==> src/design/bdlp_pkg.sv <==
// Shared types and constants for the button debounce / long-press unit.
// No dependencies; imported by every module of the block.
package bdlp_pkg;

  // Number of debounced buttons (lanes); legal range 1 to 16
  localparam int NUM_BUTTONS = 4;
  // Width of each per-button field on the stream ports
  localparam int FIELD_W     = 4;
  localparam int TICKS_W     = 16;
  localparam int CFG_DATA_W  = 16;
  localparam int CFG_ADDR_W  = 1;
  localparam int IN_TDATA_W  = 16;
  localparam int OUT_TDATA_W = 8;

  // Configuration register indexes
  localparam logic [CFG_ADDR_W-1:0] CFG_PRESSED_LEVEL = 1'd0;
  localparam logic [CFG_ADDR_W-1:0] CFG_LONG_TICKS    = 1'd1;

  localparam logic [TICKS_W-1:0] LONG_TICKS_RESET = 16'd500;

  // Debounce phases
  typedef enum logic [2:0] {
    PH_IDLE  = 3'd0,
    PH_SEEN  = 3'd1,
    PH_DROP  = 3'd2,
    PH_QUAL  = 3'd3,
    PH_HELD  = 3'd4
  } phase_t;

  // Per-tick control into one lane
  typedef struct packed {
    logic step;
    logic raw;
    logic ack_press;
    logic ack_long;
  } lane_ctrl_t;

  // Flag values a lane will hold after the current tick
  typedef struct packed {
    logic press_flag;
    logic long_flag;
  } lane_flags_t;

  // Result of one tick as handed to the output stage
  typedef struct packed {
    logic [FIELD_W-1:0] long_flags;
    logic [FIELD_W-1:0] press_flags;
  } result_t;

endpackage

==> src/design/bdlp_lane.sv <==
// One button lane: five-phase debouncer, hold countdown and sticky flags.
// Depends on bdlp_pkg.
module bdlp_lane
  import bdlp_pkg::*;
(
  input  logic                clk,
  input  logic                rst_n,
  input  lane_ctrl_t          ctrl,
  input  logic                pressed_level,
  input  logic [TICKS_W-1:0]  long_ticks,
  output lane_flags_t         flags_nxt
);

  phase_t               phase_r, phase_nxt;
  logic [TICKS_W-1:0]   count_r, count_nxt;
  logic                 press_r, press_nxt;
  logic                 long_r,  long_nxt;
  logic                 pressed;

  assign pressed = (ctrl.raw == pressed_level);

  // Next phase
  always_comb begin
    unique case (phase_r)
      PH_IDLE: phase_nxt = pressed ? PH_SEEN : PH_IDLE;
      PH_SEEN: phase_nxt = pressed ? PH_QUAL : PH_DROP;
      PH_DROP: phase_nxt = pressed ? PH_SEEN : PH_IDLE;
      PH_QUAL: phase_nxt = pressed ? PH_HELD : PH_SEEN;
      PH_HELD: phase_nxt = pressed ? PH_HELD : PH_SEEN;
      default: phase_nxt = PH_IDLE;
    endcase
  end

  // Countdown and flags; acknowledges apply before the scan
  always_comb begin
    count_nxt = count_r;
    press_nxt = press_r & ~ctrl.ack_press;
    long_nxt  = long_r & ~ctrl.ack_long;
    unique case (phase_r)
      PH_IDLE: press_nxt = 1'b0;
      PH_QUAL: begin
        if (pressed) begin
          press_nxt = 1'b1;
          count_nxt = long_ticks;
        end
      end
      PH_HELD: begin
        if (pressed && count_r != '0) begin
          count_nxt = count_r - 1'b1;
          if (count_r == TICKS_W'(1)) long_nxt = 1'b1;
        end
      end
      default: ;
    endcase
  end

  assign flags_nxt = '{press_flag: press_nxt, long_flag: long_nxt};

  always_ff @(posedge clk) begin
    if (!rst_n) begin
      phase_r <= PH_IDLE;
      count_r <= '0;
      press_r <= 1'b0;
      long_r  <= 1'b0;
    end else if (ctrl.step) begin
      phase_r <= phase_nxt;
      count_r <= count_nxt;
      press_r <= press_nxt;
      long_r  <= long_nxt;
    end
  end

endmodule

==> src/design/bdlp_out_stage.sv <==
// Output register with a one-entry skid buffer for the result stream.
// Depends on bdlp_pkg.
module bdlp_out_stage
  import bdlp_pkg::*;
(
  input  logic                   clk,
  input  logic                   rst_n,
  input  logic                   push,
  input  result_t                push_data,
  output logic                   room,
  output logic                   out_tvalid,
  input  logic                   out_tready,
  output logic [OUT_TDATA_W-1:0] out_tdata
);

  logic    out_vld_r, out_vld_nxt;
  logic    skid_vld_r, skid_vld_nxt;
  result_t out_data_r, out_data_nxt;
  result_t skid_data_r, skid_data_nxt;
  logic    pop;

  assign pop  = out_vld_r & out_tready;
  assign room = ~skid_vld_r;

  // Steering: skid drains first, new transaction fills the free slot
  always_comb begin
    out_vld_nxt   = out_vld_r & ~pop;
    skid_vld_nxt  = skid_vld_r;
    out_data_nxt  = out_data_r;
    skid_data_nxt = skid_data_r;
    if (pop && skid_vld_r) begin
      out_vld_nxt  = 1'b1;
      out_data_nxt = skid_data_r;
      skid_vld_nxt = 1'b0;
    end
    if (push) begin
      if (!out_vld_nxt) begin
        out_vld_nxt  = 1'b1;
        out_data_nxt = push_data;
      end else begin
        skid_vld_nxt  = 1'b1;
        skid_data_nxt = push_data;
      end
    end
  end

  always_ff @(posedge clk) begin
    if (!rst_n) begin
      out_vld_r  <= 1'b0;
      skid_vld_r <= 1'b0;
    end else begin
      out_vld_r  <= out_vld_nxt;
      skid_vld_r <= skid_vld_nxt;
    end
  end

  always_ff @(posedge clk) begin
    out_data_r  <= out_data_nxt;
    skid_data_r <= skid_data_nxt;
  end

  assign out_tvalid = out_vld_r;
  assign out_tdata  = OUT_TDATA_W'(out_data_r);

endmodule

==> src/design/button_debounce_long_press_unit.sv <==
// Button debouncer with long-press detection, top level.
// Depends on bdlp_pkg, bdlp_lane and bdlp_out_stage.
//
// Each input transaction is one scan tick carrying raw pin levels and
// acknowledge masks for press and long-press flags. Every button has its own
// lane (debouncer, 16-bit hold countdown, sticky flags); all lanes step
// together on an accepted transaction and their next flags are merged into
// one result transaction.
// Throughput: one tick per cycle while in_tready is high; all lanes update in
// the acceptance cycle, and the result is registered in the output stage.
// Stall: a one-entry skid buffer behind the output register keeps in_tready
// high through the first stalled cycle; in_tready drops only while both the
// output register and the skid entry are full.
// Reset (rst_n, synchronous, active low): all buttons idle, countdowns and
// flags zero, pressed level 0, long-press ticks 500, no result pending.
// Configuration: cfg_wr_en writes cfg_wdata into register cfg_addr
// (0 pressed level, 1 long-press ticks); write only while idle.
module button_debounce_long_press_unit
  import bdlp_pkg::*;
(
  input  logic                   clk,
  input  logic                   rst_n,
  input  logic                   in_tvalid,
  output logic                   in_tready,
  // [3:0] raw_levels, [7:4] ack_press_mask, [11:8] ack_long_mask, [15:12] zero
  input  logic [IN_TDATA_W-1:0]  in_tdata,
  output logic                   out_tvalid,
  input  logic                   out_tready,
  // [3:0] press_flags, [7:4] long_flags
  output logic [OUT_TDATA_W-1:0] out_tdata,
  input  logic                   cfg_wr_en,
  input  logic [CFG_ADDR_W-1:0]  cfg_addr,
  input  logic [CFG_DATA_W-1:0]  cfg_wdata
);

  logic                pressed_level_r;
  logic [TICKS_W-1:0]  long_ticks_r;
  logic                accept;
  logic [FIELD_W-1:0]  raw_levels, ack_press_mask, ack_long_mask;
  lane_flags_t         lane_flags [NUM_BUTTONS];
  result_t             result;

  assign raw_levels     = in_tdata[FIELD_W-1:0];
  assign ack_press_mask = in_tdata[2*FIELD_W-1:FIELD_W];
  assign ack_long_mask  = in_tdata[3*FIELD_W-1:2*FIELD_W];
  assign accept         = in_tvalid & in_tready;

  // Configuration registers
  always_ff @(posedge clk) begin
    if (!rst_n) begin
      pressed_level_r <= 1'b0;
      long_ticks_r    <= LONG_TICKS_RESET;
    end else if (cfg_wr_en) begin
      unique case (cfg_addr)
        CFG_PRESSED_LEVEL: pressed_level_r <= cfg_wdata[0];
        CFG_LONG_TICKS:    long_ticks_r    <= cfg_wdata[TICKS_W-1:0];
        default: ;
      endcase
    end
  end

  // Lanes; buttons beyond the reported field see level 0 and no acknowledge
  for (genvar i = 0; i < NUM_BUTTONS; i++) begin : g_lane
    lane_ctrl_t ctrl;
    if (i < FIELD_W) begin : g_rep
      assign ctrl = '{step: accept, raw: raw_levels[i],
                      ack_press: ack_press_mask[i], ack_long: ack_long_mask[i]};
    end else begin : g_hid
      assign ctrl = '{step: accept, raw: 1'b0, ack_press: 1'b0, ack_long: 1'b0};
    end
    bdlp_lane u_lane (
      .clk           (clk),
      .rst_n         (rst_n),
      .ctrl          (ctrl),
      .pressed_level (pressed_level_r),
      .long_ticks    (long_ticks_r),
      .flags_nxt     (lane_flags[i])
    );
  end

  // Merge lane flags into the result word
  for (genvar i = 0; i < FIELD_W; i++) begin : g_merge
    if (i < NUM_BUTTONS) begin : g_on
      assign result.press_flags[i] = lane_flags[i].press_flag;
      assign result.long_flags[i]  = lane_flags[i].long_flag;
    end else begin : g_off
      assign result.press_flags[i] = 1'b0;
      assign result.long_flags[i]  = 1'b0;
    end
  end

  bdlp_out_stage u_out (
    .clk        (clk),
    .rst_n      (rst_n),
    .push       (accept),
    .push_data  (result),
    .room       (in_tready),
    .out_tvalid (out_tvalid),
    .out_tready (out_tready),
    .out_tdata  (out_tdata)
  );

`ifndef SYNTHESIS
  // An accepted tick is always followed by out_tvalid high in the next cycle
  a_accept_to_result: assert property (@(posedge clk) disable iff (!rst_n)
    accept |=> out_tvalid)
    else $error("accepted tick produced no result");

  // Backpressure on the input only while a result is waiting
  a_stall_needs_result: assert property (@(posedge clk) disable iff (!rst_n)
    !in_tready |-> out_tvalid)
    else $error("input stalled with no pending result");

  // Nothing is presented right after reset
  a_reset_empty: assert property (@(posedge clk)
    $past(!rst_n) |-> !out_tvalid)
    else $error("result valid after reset");
`endif

endmodule
==> config.mk <==
export PLATFORM = sky130hd
export DESIGN_NAME = button_debounce_long_press_unit
export DESIGN_NICKNAME = d
export VERILOG_FILES = /design/src/design/bdlp_pkg.sv /design/src/design/bdlp_lane.sv /design/src/design/bdlp_out_stage.sv /design/src/design/button_debounce_long_press_unit.sv
export SDC_FILE = /design/constraint.sdc
export NUM_CORES = 1
export LEC_CHECK = 0
export BUFFER_PORTS_ARGS = -buffer_cell sky130_fd_sc_hd__buf_2
export CORE_AREA = 2 2 122 124
export DETAILED_ROUTE_END_ITERATION = 6
export DIE_AREA = 0 0 124 126
export PLACE_DENSITY = 0.67
export SLEW_MARGIN = 20
export SYNTH_ARGS = -nofsm -noshare
export SYNTH_HDL_FRONTEND = slang
export SYNTH_HIERARCHICAL = 1
export SYNTH_SLANG_ARGS = --single-unit
==> constraint.sdc <==
create_clock -name clk -period 5.7 [get_ports clk]
set_input_delay 1.14 -clock clk [delete_from_list [all_inputs] [get_ports clk]]
set_output_delay 1.14 -clock clk [all_outputs]
set_load 0.05 [all_outputs]
==> results.md <==
* Met1 wire length at 8.912 mm
* Gpl congestion at 0.8251
* Vias in the first global route at 5,970
* Core Rows at 44
* Post-synthesis net count at 935
* Number of gates resized after CTS at 0
* Crit-path max FO at 37
* All-Layer GR Usage at 24.47%
* P_sw at 556.4 uW
* Top_reg_cell synth: dfxtp_1
* Power Total at 2.204 mW
* Port bufs at 43
* Tcrit/Tclk final at 46.94%
* DR vias at 6,654
* Comb pwr share at 8.3%
* Leakage Power at 2.924 nW
* Routed wire length at 18.30 mm
* Max Root-Sink Buffers at 2
* Data required, critical path at 6.06 ns
* Setup violators final at 0
* PD cells at 282.0 nW/um^2
* Max H-tree Level at 4
* Violation count after the first detailed-route iteration at 515
* Largest family of logic cells by synthesized area: compound AO/OA/AOI/OAI gates
* DR top layer: met4
* Worst VDD drop at 0.2402 mV
* Crit path kind: flop to flop
* Area grow syn2layout at 10.63%
* Post-CTS Setup Inserts at 0
* Post-Synth Simple-Gate Area at 25.59%
* DRT antenna net count at 0
* RSZ-0062 raised after global routing: no
* Endpoints failing hold at 0
* Max_cap viols at 0
* CP Launch Type: flop
* # clock sinks at 119
* Worst Hold Class: flop to flop
* Mean post-synth cell area at 7.946 sq um
* First-pass GRT wire length at 30.25 mm
* Most frequent cells in the layout: dfxtp_1, a21oi_1, nor2_1, nand2_1, buf_2
* Fmax at 0.3737 GHz
* Final setup TNS at 0 ns
* TritonCTS clock tree: done
* Pint at 1.647 mW
* Post-Synth XOR/XNOR Area at 0.9919%
* Synth Area in Compound Gates at 29.63%
* Most common cell after layout, fill and taps aside: dfxtp_1
* Seq pwr share at 41.1%
* Clk pwr share at 50.7%
* Switching Fraction at 25.25%
* Synthesized-area fraction occupied by adder cells at 1.417%
* Global route overflow at 0
* Slew Limit Fails at 0
* Post-CTS Hold Buffers at 0
* Antenna Cells at 0
* Via-per-instance ratio at 6.088
* Pin count of the biggest net entering global routing at 39
* Final HPWL from detailed placement at 11.73 mm
* FF+latch count, synth at 119
* # nets final at 942
* Post-synthesis cell count at 889
* FFs w/ async S/R, synth at 0%
* Met2 wire length at 7.863 mm
* Cts bufs inserted at 17
* Drt drc at 0
* Final Skew at 0.005730 ns
* Clock Pin Slew Worst Setup and Hold Paths at 0.06 ns
* Starting Density at 49.35%
* Mux cell area share after synthesis at 0.2834%
* DIE WIDTH at 124 microns
* DR WL/cell at 16.74 microns
* Met3 wire len at 1.231 mm
* Num ports at 48
* Die Area at 15,620 sq um
* Die Height at 126 microns
* Post-synthesis sequential area ratio at 34.86%
* Share of cells above drive strength 1 at 14.08%
* Core ar. at 14,310 sq um
* CP arrival at 3.03 ns
* Later-pin clock latency in the skew report at 0.42 ns
* CTS root buf: clkbuf_16
* Rel. slew slack at 25.98%
* Tmin final at 2.676 ns
* TritonRoute pass-1 iters at 5
* Status: finished, final reports clean
* EDFF count, synth at 8
* Yosys cell types at 57
* Syn. warnings at 6
* Number of fill cells in the layout at 1,367
* Critical Path Sink Type: flop
* Mapped Area at 7064 sq um
* Worst-Margin Slew at 1.096 ns
* Initial antenna violation count at 0
cell type report:
class                           instances  area, sq um  share of cell area, %
Clock buffer                           19        464.2                  5.940
Multi-Input combinational cell        678         4106                  52.55
Clock inverter                         13        148.9                  1.905
Sequential cell                       119         2462                  31.51
Tap cell                              184        230.2                  2.946
Timing Repair Buffer                   56        312.8                  4.003
Inverter                               24        90.09                  1.153
cell usage after synthesis (6+ instances only):
master	instances	share of area (%)
a22oi_1	7	0.74
nor2_1	92	4.9
buf_4	16	1.7
o221a_1	8	1.3
o32ai_1	12	1.5
and2_1	9	0.80
dfxtp_1	111	31
or4_1	8	0.85
o21ai_0	37	2.6
ha_1	8	1.4
nand2_1	90	4.8
clkbuf_1	25	1.3
a21oi_1	106	7.5
o41ai_1	7	0.87
o31ai_1	23	2.4
nand3_1	19	1.3
o21ai_2	9	1.1
nor3_1	24	1.7
o211ai_1	19	2.0
nand2b_1	18	1.6
buf_2	16	1.1
nor4_1	16	1.4
edfxtp_1	8	3.4
and3b_2	7	0.99
nor3b_1	8	0.85
buf_6	9	1.4
o21ai_1	18	1.3
a21o_1	17	1.8
a211oi_1	6	0.64
o211ai_2	6	1.1
o21a_1	13	1.4
inv_1	20	1.1
nand3b_1	12	1.3
nand4_1	23	2.0
path summary, 6_finish.rpt:
check                                                  from                      end  slack, ns  cells past startpoint
worst max-delay path            g_lane[0].u_lane/phase_r[2]       u_out/out_tdata[4]       3.02                      3
worst min register to register      g_lane[3].u_lane/long_r  g_lane[3].u_lane/long_r       0.46                      2
worst min-delay path                g_lane[3].u_lane/long_r  g_lane[3].u_lane/long_r       0.46                      2
worst max register to register  g_lane[0].u_lane/phase_r[2]       u_out/out_tdata[4]       3.02                      3
power by group through the flow:
| stage | Sequential, mW | Clock, mW | Combinational [mW] |
|---|---|---|---|
| 5_1_grt | 0.908 | 1.17 | 0.200 |
| 6_report | 0.905 | 1.12 | 0.182 |
| 3_5_place_dp | 0.922 | 0 | 0.182 |
| 4_1_cts | 0.904 | 1.13 | 0.182 |
| 2_1_floorplan | 0.938 | 0 | 0.112 |
| 3_3_place_gp | 0.921 | 0 | 0.181 |
layer usage:
metal  up-vias  track usage [%]
met4         0            7.072
met1      3151            35.67
met5         -                0
met2       186            35.78
met3        25            5.933
li1       3292                -
critical path, cell delays in order, from the launching register on:
cell,delay [ns]
dfxtp_1,0.42
or3b_2,0.78
o41ai_1,1.07
o221a_1,0.33
registers in the layout, summed over array words and instances, names as in the netlist:
register               cells
pressed_level_r            1
u_out/out_tvalid           1
g_lane.u_lane/press_r      4
u_out/out_tdata            8
g_lane.u_lane/count_r     64
u_out/skid_data_r          8
u_out/skid_vld_r           1
g_lane.u_lane/long_r       4
g_lane.u_lane/phase_r     12
long_ticks_r              16
stage by stage:
step	hold slack, ns	area, sq um	worst slack (ns)	instances	util (%)
2_1_floorplan	0.4458	7064	2.776	889	-
3_3_place_gp	0.4546	7187	2.809	1061	50.21
3_5_place_dp	0.4581	7187	2.788	1061	50.21
4_1_cts	0.4662	7800	2.904	1093	54.49
5_1_grt	0.4889	7815	2.915	1093	54.60
6_report	0.4649	7815	3.024	1093	54.60
cell families after synthesis:
logic type / count (synthesis)
xor+xnor: 8
simple gates: 347
compound gates: 313
flops: 119
buf+inv: 92
fa+ha+maj: 8
mux: 2
Power figures use the tool's default switching activity.
